[src/rtl/assert_macros.svh]
// Assertion macros shared by the allocator RTL.
// No dependencies; include by bare file name.
`ifndef ASSERT_MACROS_SVH
`define ASSERT_MACROS_SVH

// Check a condition at every clock edge outside reset.
`define ASSERT_ALWAYS(label, clk, rst_n, expr, msg) \
    label: assert property (@(posedge clk) disable iff (!rst_n) (expr)) else $error(msg);

// Check a consequence in the same cycle as its cause.
`define ASSERT_IMPLIES(label, clk, rst_n, ante, cons, msg) \
    label: assert property (@(posedge clk) disable iff (!rst_n) (ante) |-> (cons)) \
        else $error(msg);

// Check a consequence in the cycle after its cause.
`define ASSERT_NEXT(label, clk, rst_n, ante, cons, msg) \
    label: assert property (@(posedge clk) disable iff (!rst_n) (ante) |=> (cons)) \
        else $error(msg);

`endif

[src/rtl/fbpa_pkg.sv]
// Types, codes and constants of the fixed block pool allocator.
// No dependencies; used by fbpa_list and fixed_block_pool_allocator.
package fbpa_pkg;

    localparam int MAX_BLOCKS  = 64;

    localparam int COUNT_W     = 7;
    localparam int BYTES_W     = 17;
    localparam int CMD_W       = 2;
    localparam int CODE_W      = 2;
    localparam int INDEX_W     = 6;
    localparam int TOTAL_W     = 23;
    localparam int CFG_INDEX_W = 1;
    localparam int CFG_DATA_W  = 17;

    localparam logic [CMD_W-1:0] CMD_ALLOC  = 2'd0;
    localparam logic [CMD_W-1:0] CMD_FREE   = 2'd1;
    localparam logic [CMD_W-1:0] CMD_STATUS = 2'd2;

    localparam logic [CODE_W-1:0] RES_OK        = 2'd0;
    localparam logic [CODE_W-1:0] RES_EMPTY     = 2'd1;
    localparam logic [CODE_W-1:0] RES_TOO_LARGE = 2'd2;
    localparam logic [CODE_W-1:0] RES_BAD_INDEX = 2'd3;

    localparam logic [CFG_INDEX_W-1:0] CFG_POOL_BLOCK_COUNT = 1'd0;
    localparam logic [CFG_INDEX_W-1:0] CFG_BLOCK_BYTES      = 1'd1;

    localparam int RESET_POOL_BLOCK_COUNT = 64;
    localparam logic [BYTES_W-1:0] RESET_BLOCK_BYTES = 17'd64;

    localparam logic [BYTES_W:0] MIN_BLOCK_BYTES = 18'd4;
    localparam logic [BYTES_W:0] MAX_BLOCK_BYTES = 18'd65536;
    localparam logic [BYTES_W:0] WORD_ROUND      = 18'd3;

    typedef struct packed {
        logic pop;
        logic push;
        logic rebuild;
    } list_ctrl_t;

    function automatic logic [BYTES_W-1:0] eff_block_bytes(input logic [BYTES_W-1:0] raw);
        logic [BYTES_W:0] b;
        b = {1'b0, raw};
        if (b < MIN_BLOCK_BYTES)
        begin
            b = MIN_BLOCK_BYTES;
        end
        if (b > MAX_BLOCK_BYTES)
        begin
            b = MAX_BLOCK_BYTES;
        end
        b = (b + WORD_ROUND) & ~WORD_ROUND;
        return b[BYTES_W-1:0];
    endfunction

endpackage

[src/rtl/fixed_block_pool_allocator.sv]
// An accepted item passes through an input register and then a result register.
// Throughput: one item per cycle unless the output stalls or a rebuild runs; the allocate
// chain closes through the link RAM read address, driven by the next head, with forwarding
// of a same-cycle write. Reset and every configuration write start a link RAM rebuild over the
// pool block count entries (1 to MAX_BLOCKS), while in_ready stays low. Depends on fbpa_pkg, fbpa_list.
`include "assert_macros.svh"
module fixed_block_pool_allocator (
    input  logic                               clk,
    input  logic                               rst_n,
    input  logic                               cfg_write,
    input  logic [fbpa_pkg::CFG_INDEX_W-1:0]   cfg_index,
    input  logic [fbpa_pkg::CFG_DATA_W-1:0]    cfg_data,
    input  logic                               in_valid,
    output logic                               in_ready,
    input  logic [fbpa_pkg::CMD_W-1:0]         command,
    input  logic [fbpa_pkg::BYTES_W-1:0]       request_bytes,
    input  logic [fbpa_pkg::INDEX_W-1:0]       block_index,
    output logic                               out_valid,
    input  logic                               out_ready,
    output logic [fbpa_pkg::CODE_W-1:0]        result_code,
    output logic [fbpa_pkg::INDEX_W-1:0]       granted_index,
    output logic [fbpa_pkg::COUNT_W-1:0]       free_block_count,
    output logic [fbpa_pkg::TOTAL_W-1:0]       free_bytes_total,
    output logic [fbpa_pkg::TOTAL_W-1:0]       pool_bytes,
    output logic [fbpa_pkg::BYTES_W-1:0]       largest_free_bytes
);

    localparam int MAX_BLOCKS = fbpa_pkg::MAX_BLOCKS;
    localparam int IDX_W  = $clog2(MAX_BLOCKS);
    localparam int CNT_W  = $clog2(MAX_BLOCKS + 1);
    localparam int CMP_W  = (CNT_W > fbpa_pkg::COUNT_W) ? CNT_W : fbpa_pkg::COUNT_W;
    localparam int PROD_W = CNT_W + fbpa_pkg::BYTES_W;
    localparam int RESET_COUNT = (MAX_BLOCKS < fbpa_pkg::RESET_POOL_BLOCK_COUNT) ?
                                 MAX_BLOCKS : fbpa_pkg::RESET_POOL_BLOCK_COUNT;
    localparam logic [CNT_W-1:0] LINK_NONE = CNT_W'(MAX_BLOCKS);

    logic [CNT_W-1:0]               eff_count_reg;
    logic [fbpa_pkg::BYTES_W-1:0]   eff_bytes_reg;
    logic [fbpa_pkg::TOTAL_W-1:0]   pool_bytes_reg;
    logic [CMP_W-1:0]               cfg_count_ext;
    logic [CNT_W-1:0]               cfg_count;
    logic [PROD_W-1:0]              pool_prod;
    logic [31:0]                    pool_prod_wide;

    logic                           item_valid_reg;
    logic [fbpa_pkg::CMD_W-1:0]     cmd_reg;
    logic [fbpa_pkg::BYTES_W-1:0]   req_reg;
    logic [fbpa_pkg::INDEX_W-1:0]   idx_reg;

    logic                           out_valid_reg;
    logic [fbpa_pkg::CODE_W-1:0]    code_reg;
    logic [fbpa_pkg::INDEX_W-1:0]   granted_reg;
    logic [fbpa_pkg::COUNT_W-1:0]   count_out_reg;
    logic [fbpa_pkg::TOTAL_W-1:0]   free_bytes_reg;
    logic [fbpa_pkg::TOTAL_W-1:0]   pool_out_reg;
    logic [fbpa_pkg::BYTES_W-1:0]   largest_reg;

    logic [CNT_W-1:0]               free_counter_reg;
    logic [CNT_W-1:0]               free_counter_next;

    logic                           advance;
    logic                           fire;
    logic                           busy;
    logic [CNT_W-1:0]               head;
    logic                           head_empty;
    fbpa_pkg::list_ctrl_t           list_ctrl;
    logic [CMP_W-1:0]               idx_ext;
    logic [CMP_W-1:0]               count_ext;
    logic [fbpa_pkg::CODE_W-1:0]    code_next;
    logic [31:0]                    granted_wide;
    logic [31:0]                    count_wide;
    logic [PROD_W-1:0]              free_prod;
    logic [31:0]                    free_prod_wide;

    // Configuration
    always_comb
    begin
        cfg_count_ext = CMP_W'(cfg_data[fbpa_pkg::COUNT_W-1:0]);
        if (cfg_count_ext == '0)
        begin
            cfg_count = CNT_W'(1);
        end
        else if (cfg_count_ext > CMP_W'(MAX_BLOCKS))
        begin
            cfg_count = CNT_W'(MAX_BLOCKS);
        end
        else
        begin
            cfg_count = cfg_count_ext[CNT_W-1:0];
        end
    end

    always_ff @(posedge clk or negedge rst_n)
    begin
        if (!rst_n)
        begin
            eff_count_reg <= CNT_W'(RESET_COUNT);
            eff_bytes_reg <= fbpa_pkg::RESET_BLOCK_BYTES;
        end
        else if (cfg_write)
        begin
            case (cfg_index)
                fbpa_pkg::CFG_POOL_BLOCK_COUNT:
                begin
                    eff_count_reg <= cfg_count;
                end
                fbpa_pkg::CFG_BLOCK_BYTES:
                begin
                    eff_bytes_reg <= fbpa_pkg::eff_block_bytes(
                                         cfg_data[fbpa_pkg::BYTES_W-1:0]);
                end
                default:
                begin
                end
            endcase
        end
    end

    assign pool_prod      = PROD_W'(eff_count_reg) * PROD_W'(eff_bytes_reg);
    assign pool_prod_wide = 32'(pool_prod);

    always_ff @(posedge clk)
    begin
        pool_bytes_reg <= pool_prod_wide[fbpa_pkg::TOTAL_W-1:0];
    end

    // Handshake
    assign advance  = !out_valid_reg || out_ready;
    assign in_ready = !busy && (!item_valid_reg || advance);
    assign fire     = item_valid_reg && advance && !busy;

    // Step
    assign head_empty = (head == LINK_NONE);
    assign idx_ext    = CMP_W'(idx_reg);
    assign count_ext  = CMP_W'(eff_count_reg);

    always_comb
    begin
        code_next         = fbpa_pkg::RES_OK;
        granted_wide      = '0;
        free_counter_next = free_counter_reg;
        list_ctrl.pop     = 1'b0;
        list_ctrl.push    = 1'b0;
        list_ctrl.rebuild = cfg_write && ((cfg_index == fbpa_pkg::CFG_POOL_BLOCK_COUNT) ||
                                          (cfg_index == fbpa_pkg::CFG_BLOCK_BYTES));
        case (cmd_reg)
            fbpa_pkg::CMD_ALLOC:
            begin
                if (req_reg > eff_bytes_reg)
                begin
                    code_next = fbpa_pkg::RES_TOO_LARGE;
                end
                else if (head_empty)
                begin
                    code_next = fbpa_pkg::RES_EMPTY;
                end
                else
                begin
                    list_ctrl.pop = fire;
                    granted_wide  = 32'(head);
                    if (free_counter_reg != '0)
                    begin
                        free_counter_next = free_counter_reg - CNT_W'(1);
                    end
                end
            end
            fbpa_pkg::CMD_FREE:
            begin
                if (idx_ext >= count_ext)
                begin
                    code_next = fbpa_pkg::RES_BAD_INDEX;
                end
                else
                begin
                    list_ctrl.push = fire;
                    if (free_counter_reg < eff_count_reg)
                    begin
                        free_counter_next = free_counter_reg + CNT_W'(1);
                    end
                end
            end
            default:
            begin
            end
        endcase
    end

    assign count_wide     = 32'(free_counter_next);
    assign free_prod      = PROD_W'(free_counter_next) * PROD_W'(eff_bytes_reg);
    assign free_prod_wide = 32'(free_prod);

    fbpa_list #(
        .MAX_BLOCKS (MAX_BLOCKS)
    ) u_list (
        .clk        (clk),
        .rst_n      (rst_n),
        .ctrl       (list_ctrl),
        .push_index (idx_ext[IDX_W-1:0]),
        .count      (eff_count_reg),
        .head       (head),
        .busy       (busy)
    );

    // Registers
    always_ff @(posedge clk or negedge rst_n)
    begin
        if (!rst_n)
        begin
            item_valid_reg   <= 1'b0;
            out_valid_reg    <= 1'b0;
            free_counter_reg <= CNT_W'(RESET_COUNT);
        end
        else
        begin
            if (in_ready)
            begin
                item_valid_reg <= in_valid;
            end
            if (advance)
            begin
                out_valid_reg <= fire;
            end
            if (busy)
            begin
                free_counter_reg <= eff_count_reg;
            end
            else if (fire)
            begin
                free_counter_reg <= free_counter_next;
            end
        end
    end

    always_ff @(posedge clk)
    begin
        if (in_valid && in_ready)
        begin
            cmd_reg <= command;
            req_reg <= request_bytes;
            idx_reg <= block_index;
        end
        if (fire)
        begin
            code_reg       <= code_next;
            granted_reg    <= granted_wide[fbpa_pkg::INDEX_W-1:0];
            count_out_reg  <= count_wide[fbpa_pkg::COUNT_W-1:0];
            free_bytes_reg <= free_prod_wide[fbpa_pkg::TOTAL_W-1:0];
            pool_out_reg   <= pool_bytes_reg;
            largest_reg    <= eff_bytes_reg;
        end
    end

    assign out_valid          = out_valid_reg;
    assign result_code        = code_reg;
    assign granted_index      = granted_reg;
    assign free_block_count   = count_out_reg;
    assign free_bytes_total   = free_bytes_reg;
    assign pool_bytes         = pool_out_reg;
    assign largest_free_bytes = largest_reg;

    `ASSERT_IMPLIES(a_count_bound, clk, rst_n, !busy,
                    free_counter_reg <= eff_count_reg, "free count above pool")
    `ASSERT_NEXT(a_pop_count, clk, rst_n, list_ctrl.pop,
                 (free_counter_reg == $past(free_counter_reg) - CNT_W'(1)) ||
                 ($past(free_counter_reg) == '0), "allocate without count drop")
    `ASSERT_IMPLIES(a_idle_in_rebuild, clk, rst_n, busy, !fire, "item stepped during rebuild")

endmodule

[src/rtl/fbpa_ram.sv]
// Generic single-write, single-read RAM with registered read data.
// No dependencies.
module fbpa_ram #(
    parameter int WIDTH = 8,
    parameter int DEPTH = 64
) (
    input  logic                     clk,
    input  logic                     we,
    input  logic [$clog2(DEPTH)-1:0] waddr,
    input  logic [WIDTH-1:0]         wdata,
    input  logic [$clog2(DEPTH)-1:0] raddr,
    output logic [WIDTH-1:0]         rdata
);

    logic [WIDTH-1:0] store_reg [DEPTH];
    logic [WIDTH-1:0] rdata_reg;

    always_ff @(posedge clk)
    begin
        if (we)
        begin
            store_reg[waddr] <= wdata;
        end
        rdata_reg <= store_reg[raddr];
    end

    assign rdata = rdata_reg;

endmodule

[src/rtl/fbpa_list.sv]
// LIFO free list: head register, link RAM with write forwarding, rebuild sweep.
// Depends on fbpa_pkg, fbpa_ram and assert_macros.svh.
`include "assert_macros.svh"
module fbpa_list #(
    parameter int MAX_BLOCKS = 64
) (
    input  logic                             clk,
    input  logic                             rst_n,
    input  fbpa_pkg::list_ctrl_t             ctrl,
    input  logic [$clog2(MAX_BLOCKS)-1:0]    push_index,
    input  logic [$clog2(MAX_BLOCKS+1)-1:0]  count,
    output logic [$clog2(MAX_BLOCKS+1)-1:0]  head,
    output logic                             busy
);

    localparam int IDX_W = $clog2(MAX_BLOCKS);
    localparam int CNT_W = $clog2(MAX_BLOCKS + 1);
    localparam logic [CNT_W-1:0] LINK_NONE = CNT_W'(MAX_BLOCKS);

    logic             sweep_reg;
    logic [IDX_W-1:0] sweep_idx_reg;
    logic [CNT_W-1:0] sweep_inc;
    logic             sweep_last;
    logic [CNT_W-1:0] sweep_link;

    logic [CNT_W-1:0] head_reg;
    logic [CNT_W-1:0] head_next;

    logic             we;
    logic [IDX_W-1:0] waddr;
    logic [CNT_W-1:0] wdata;
    logic [IDX_W-1:0] raddr;
    logic [CNT_W-1:0] rdata;
    logic             fwd_reg;
    logic [CNT_W-1:0] fwd_data_reg;
    logic [CNT_W-1:0] head_link;

    assign sweep_inc  = CNT_W'(sweep_idx_reg) + CNT_W'(1);
    assign sweep_last = (sweep_inc >= count);
    assign sweep_link = sweep_last ? LINK_NONE : sweep_inc;

    assign head_link = fwd_reg ? fwd_data_reg : rdata;

    always_comb
    begin
        if (ctrl.rebuild || sweep_reg)
        begin
            head_next = '0;
        end
        else if (ctrl.pop)
        begin
            head_next = head_link;
        end
        else if (ctrl.push)
        begin
            head_next = CNT_W'(push_index);
        end
        else
        begin
            head_next = head_reg;
        end
    end

    always_comb
    begin
        if (sweep_reg)
        begin
            we    = 1'b1;
            waddr = sweep_idx_reg;
            wdata = sweep_link;
        end
        else
        begin
            we    = ctrl.push;
            waddr = push_index;
            wdata = head_reg;
        end
    end

    assign raddr = head_next[IDX_W-1:0];

    always_ff @(posedge clk or negedge rst_n)
    begin
        if (!rst_n)
        begin
            sweep_reg     <= 1'b1;
            sweep_idx_reg <= '0;
            head_reg      <= '0;
            fwd_reg       <= 1'b0;
        end
        else
        begin
            if (ctrl.rebuild)
            begin
                sweep_reg     <= 1'b1;
                sweep_idx_reg <= '0;
            end
            else if (sweep_reg)
            begin
                if (sweep_last)
                begin
                    sweep_reg <= 1'b0;
                end
                else
                begin
                    sweep_idx_reg <= sweep_idx_reg + IDX_W'(1);
                end
            end
            head_reg <= head_next;
            fwd_reg  <= we && (waddr == raddr);
        end
    end

    always_ff @(posedge clk)
    begin
        fwd_data_reg <= wdata;
    end

    fbpa_ram #(
        .WIDTH (CNT_W),
        .DEPTH (MAX_BLOCKS)
    ) u_link_ram (
        .clk   (clk),
        .we    (we),
        .waddr (waddr),
        .wdata (wdata),
        .raddr (raddr),
        .rdata (rdata)
    );

    assign head = head_reg;
    assign busy = sweep_reg;

    `ASSERT_ALWAYS(a_pop_push_excl, clk, rst_n, !(ctrl.pop && ctrl.push), "pop and push together")
    `ASSERT_IMPLIES(a_pop_nonempty, clk, rst_n, ctrl.pop, head_reg != LINK_NONE, "pop on empty list")
    `ASSERT_IMPLIES(a_sweep_quiet, clk, rst_n, sweep_reg, !ctrl.pop && !ctrl.push, "list op during rebuild")

endmodule

[config.mk]
export PLATFORM = sky130hd
export DESIGN_NAME = fixed_block_pool_allocator
export DESIGN_NICKNAME = d
export VERILOG_FILES = /design/src/rtl/fbpa_pkg.sv /design/src/rtl/fixed_block_pool_allocator.sv /design/src/rtl/fbpa_ram.sv /design/src/rtl/fbpa_list.sv
export VERILOG_INCLUDE_DIRS = /design/src /design/src/rtl
export SDC_FILE = /design/constraint.sdc
export NUM_CORES = 1
export LEC_CHECK = 0
export BUFFER_PORTS_ARGS = -buffer_cell sky130_fd_sc_hd__buf_2
export CORE_AREA = 2 2 191 286
export CTS_CLUSTER_DIAMETER = 150
export DETAILED_ROUTE_END_ITERATION = 7
export DIE_AREA = 0 0 193 288
export GPL_TIMING_DRIVEN = 0
export PLACE_DENSITY = 0.77
export SKIP_LAST_GASP = 1
export SLEW_MARGIN = 10
export SYNTH_ARGS = -nofsm -noshare
export SYNTH_HDL_FRONTEND = slang
export SYNTH_HIERARCHICAL = 1
export SYNTH_SLANG_ARGS = --single-unit
[constraint.sdc]
create_clock -name clk -period 10.4 [get_ports clk]
set_input_delay 0.52 -clock clk [delete_from_list [all_inputs] [get_ports clk]]
set_output_delay 0.52 -clock clk [all_outputs]
set_load 0.02 [all_outputs]
==> metrics.txt <==
# TYPE chip_impl_metric gauge
chip_impl_metric{name="avg_vias_per_cell",unit=""} 6.24
chip_impl_metric{name="cp_data_arrival_time",unit="ns"} 8.72
chip_impl_metric{name="chip_height",unit="µm"} 288
chip_impl_info{name="clk_tree_root_cell",value="clkbuf_16"} 1
chip_impl_metric{name="cts_setup_buffers",unit=""} 0
chip_impl_metric{name="fmaxAchievable",unit="GHz"} 0.120
chip_impl_info{name="whs_endpoint",value="idx_reg[0]"} 1
chip_impl_metric{name="worst_ep_required_time",unit="ns"} 10.76
chip_impl_metric{name="die-area",unit="µm²"} 55600
chip_impl_info{name="rsz0062_at_grt",value="no"} 1
chip_impl_metric{name="clock_insertion_delay_worst_skew",unit="ns"} 0.64
chip_impl_metric{name="layout-drive-gt1-share",unit="%"} 18.9
chip_impl_metric{name="weighted_congestion_reported_at_the_end_of_routability_driven_placement",unit=""} 0.974
chip_impl_metric{name="first_global_vias",unit=""} 20406
chip_impl_metric{name="grt_max_degree",unit=""} 49
chip_impl_metric{name="fin_util",unit="%"} 66.0
chip_impl_info{name="worstHoldStart",value="block_index[0]"} 1
chip_impl_metric{name="grt_first_pass_wirelength",unit="µm"} 124000
chip_impl_metric{name="switching_share_of_power",unit="%"} 33.1
chip_impl_metric{name="placedCellCount",unit=""} 2998
chip_impl_metric{name="intPower",unit="W"} 0.00531
chip_impl_metric{name="vias",unit=""} 19357
chip_impl_metric{name="hold_path_depth",unit=""} 1
chip_impl_metric{name="net-switching-power",unit="W"} 0.00263
chip_impl_metric{name="syn_inst",unit=""} 2173
chip_impl_metric{name="regToRegSetupSlack",unit="ns"} 2.04
chip_impl_metric{name="power_frac_comb",unit="%"} 30.8
chip_impl_metric{name="boundaryPins",unit=""} 128
chip_impl_metric{name="report.final.setup_viol",unit=""} 0
chip_impl_info{name="critical_path_class",value="flip-flop to flip-flop"} 1
chip_impl_metric{name="cts_repair_resize_count",unit=""} 0
chip_impl_metric{name="floorplan.core_area",unit="µm²"} 53400
chip_impl_metric{name="pwr-share-seq",unit="%"} 41.9
chip_impl_metric{name="synthArstFlopShare",unit="%"} 7.35
chip_impl_info{name="yosys-top-cells-area",value="edfxtp_1 (52%), fa_1 (8.0%), mux4_2 (8.0%)"} 1
chip_impl_metric{name="powerDensity",unit="nW/µm²"} 225
chip_impl_metric{name="p_leak",unit="nW"} 13.1
chip_impl_metric{name="synth.cell_area",unit="µm²"} 31500
chip_impl_metric{name="ys_warn_count",unit=""} 6
chip_impl_metric{name="cts_buffer_depth",unit=""} 3
chip_impl_metric{name="initialDrtViolationCount",unit=""} 1646
chip_impl_info{name="crit-reg2reg-launch",value="count_ext[6]"} 1
chip_impl_metric{name="synth_sequential_area_ratio",unit="%"} 57.9
chip_impl_metric{name="tritoncts.num_buffers",unit=""} 56
chip_impl_metric{name="clock_power_share",unit="%"} 27.3
chip_impl_metric{name="cts.sink_count",unit=""} 626
chip_impl_metric{name="n_antenna_cell",unit=""} 0
chip_impl_info{name="cts_tree",value="done"} 1
chip_impl_metric{name="relSlewSlack",unit="%"} 15.3
chip_impl_metric{name="placement_rows",unit=""} 104
chip_impl_metric{name="timing_hold_violations_final",unit=""} 0
chip_impl_metric{name="yosysUniqueCellTypes",unit=""} 108
chip_impl_info{name="slowest_stage",value="a22oi_2"} 1
chip_impl_metric{name="initial_core_utilization",unit="%"} 59.0
chip_impl_metric{name="vdd_ir_drop_max",unit="V"} 0.000233
chip_impl_metric{name="grtUsageTotal",unit="%"} 31.2
chip_impl_metric{name="final_standard_cell_count_with_taps_included_and_fillers_excluded",unit=""} 3101
chip_impl_metric{name="skew",unit="ns"} 0.0302
chip_impl_metric{name="synth-seq-cells",unit=""} 626
chip_impl_metric{name="worstMarginPinSlew",unit="ns"} 1.26
chip_impl_info{name="start_kind",value="flip-flop"} 1
chip_impl_metric{name="antenna_found_initial",unit=""} 1
chip_impl_metric{name="path_max_fanout",unit=""} 10
chip_impl_metric{name="remaining_drc_errors",unit=""} 0
chip_impl_metric{name="dp_hpwl",unit="µm"} 60800
chip_impl_metric{name="area_growth_syn_to_layout",unit="%"} 11.8
chip_impl_metric{name="multiInputGateArea",unit="µm²"} 12200
chip_impl_metric{name="fillers",unit=""} 3792
chip_impl_metric{name="grt_overflow",unit=""} 0
chip_impl_metric{name="postSynthAreaPerCell",unit="µm²"} 14.5
chip_impl_metric{name="number_of_flops_mapped_to_enable_cells_by_yosys",unit=""} 545
chip_impl_info{name="mostFrequentLayoutCell",value="edfxtp_1"} 1
chip_impl_metric{name="antenna_left",unit=""} 0
chip_impl_metric{name="largest_register_ffs",unit=""} 448
chip_impl_info{name="worst_setup_path_end_kind",value="flip-flop"} 1
chip_impl_metric{name="finish.net_count",unit=""} 2655
chip_impl_metric{name="synth_top_area_share",unit="%"} 52.0
chip_impl_metric{name="die_w",unit="µm"} 193
chip_impl_metric{name="cts_htree_levels",unit=""} 2
chip_impl_metric{name="finalCritPeriodShare",unit="%"} 80.4
chip_impl_metric{name="cts_hold_repair_buffers",unit=""} 0
chip_impl_metric{name="cts.reportedPaths.clkPinSlew",unit="ns"} 0.07
chip_impl_metric{name="post-route-min-period",unit="ns"} 8.36
chip_impl_metric{name="wl_per_cell",unit="µm"} 26.8
chip_impl_metric{name="max_cap_violations",unit=""} 0
chip_impl_info{name="most_area_hungry_cell_type_in_the_yosys_netlist",value="edfxtp_1"} 1
chip_impl_info{name="synthFlopType",value="edfxtp_1"} 1
chip_impl_metric{name="regArea",unit="µm²"} 18200
chip_impl_metric{name="worst_r2r_path_depth",unit=""} 28
chip_impl_metric{name="fin_setup_tns",unit="ns"} 0
chip_impl_info{name="hold_class",value="primary input to flip-flop"} 1
chip_impl_metric{name="maxSlewViolCount",unit=""} 0
chip_impl_info{name="result_of_the_run",value="completed"} 1
chip_impl_info{name="commonest_cells_after_routing_fill_and_taps_aside",value="edfxtp_1 (545), nand2_1 (190), inv_1 (171)"} 1
chip_impl_metric{name="slowest_delay",unit="ns"} 0.57
chip_impl_metric{name="drt_wl_total",unit="µm"} 83200
chip_impl_metric{name="drt-pass1-iter-count",unit=""} 7
chip_impl_info{name="regToRegEndpoint",value="free_bytes_total[22]"} 1
chip_impl_metric{name="port_buffers",unit=""} 121
[kinds of logic after synthesis]
| group | after synthesis | share of synthesized area, % |
|---|---|---|
| compound gates | 263 | 5.99 |
| flops | 626 | 57.9 |
| xor+xnor | 57 | 1.61 |
| mux | 156 | 9.46 |
| simple gates | 555 | 8.73 |
| other cells | 1 | 0.0119 |
| buf+inv | 275 | 3.79 |
| fa+ha+maj | 240 | 12.5 |
[layer usage]
| layer | GRT usage [%] | up-vias | share of wire, % |
|---|---|---|---|
| met5 | 0 | - | 0.019 |
| met4 | 22.5 | 2 | 9.1 |
| met3 | 4.84 | 346 | 6.8 |
| met2 | 55.4 | 987 | 52 |
| met1 | 33.4 | 9703 | 32 |
| li1 | - | 8319 | - |
[Yosys cell counts, types with 10 or more instances]
master	count
a21o_1	12
a21oi_1	55
a31oi_1	17
and2_1	65
and3_1	10
buf_2	21
buf_4	12
buf_6	10
clkbuf_1	57
dfrtp_1	42
dfxtp_1	35
edfxtp_1	545
fa_1	126
ha_1	114
inv_1	171
mux2_2	11
mux2i_1	32
mux4_2	112
nand2_1	190
nand2b_1	18
nand3_1	37
nand4_1	10
nor2_1	132
nor2b_1	13
nor3_1	17
o21ai_0	38
o21ai_1	22
o22ai_1	13
o31ai_1	15
xnor2_1	43
xor2_1	13
[power by group through the flow]
stage | clock network [W] | registers, W | logic, W
after detailed placement | 0 | 0.00337 | 0.00241
after global placement | 0 | 0.00342 | 0.00224
after CTS | 0.00220 | 0.00332 | 0.00242
after floorplan | 0 | 0.00342 | 0.00158
after global routing | 0.00229 | 0.00334 | 0.00269
final | 0.00217 | 0.00332 | 0.00244
[worst max path at each step]
stage / from / to / slack [ns]
3_3_place_gp: out_ready / u_list/u_link_ram/rdata[5] / 0.99
4_1_cts: eff_bytes_reg[12] / free_bytes_total[22] / 2.10
2_1_floorplan: count_ext[6] / free_bytes_total[22] / 3.82
5_1_grt: count_ext[6] / free_bytes_total[22] / 1.66
6_report: count_ext[6] / free_bytes_total[22] / 2.04
3_5_place_dp: count_ext[6] / free_bytes_total[22] / 2.15
[critical path, delay by kind of cell, from the launching register on]
family	cells	cell delay (ns)
XOR/XNOR	1	0.14
adder cells (fa/ha/maj)	6	2.71
AO/OA/AOI/OAI	11	2.70
AND/OR/NAND/NOR	4	0.69
flip-flops	1	0.53
buffers and inverters	6	1.32
[stage by stage]
step	area, µm²	setup WS (ns)	hold slack [ns]	total power [W]
final	35200	2.04	0.0580	0.00794
after global routing	35200	1.66	0.0479	0.00832
after CTS	35200	2.10	0.0364	0.00794
after detailed placement	33300	2.15	0.389	0.00578
after global placement	33000	0.986	0.388	0.00566
after floorplan	31500	3.82	0.224	0.00500
[area by class of cell]
type	count	share of cell area, %
clock buffers	65	4.13
multi-input cells	1277	34.6
well taps	689	2.45
plain buffers	102	1.54
flip-flops and latches	626	51.8
clock inverters	38	1.39
repair buffers	131	2.31
inverters	173	1.85
Power figures use the tool's default switching activity.
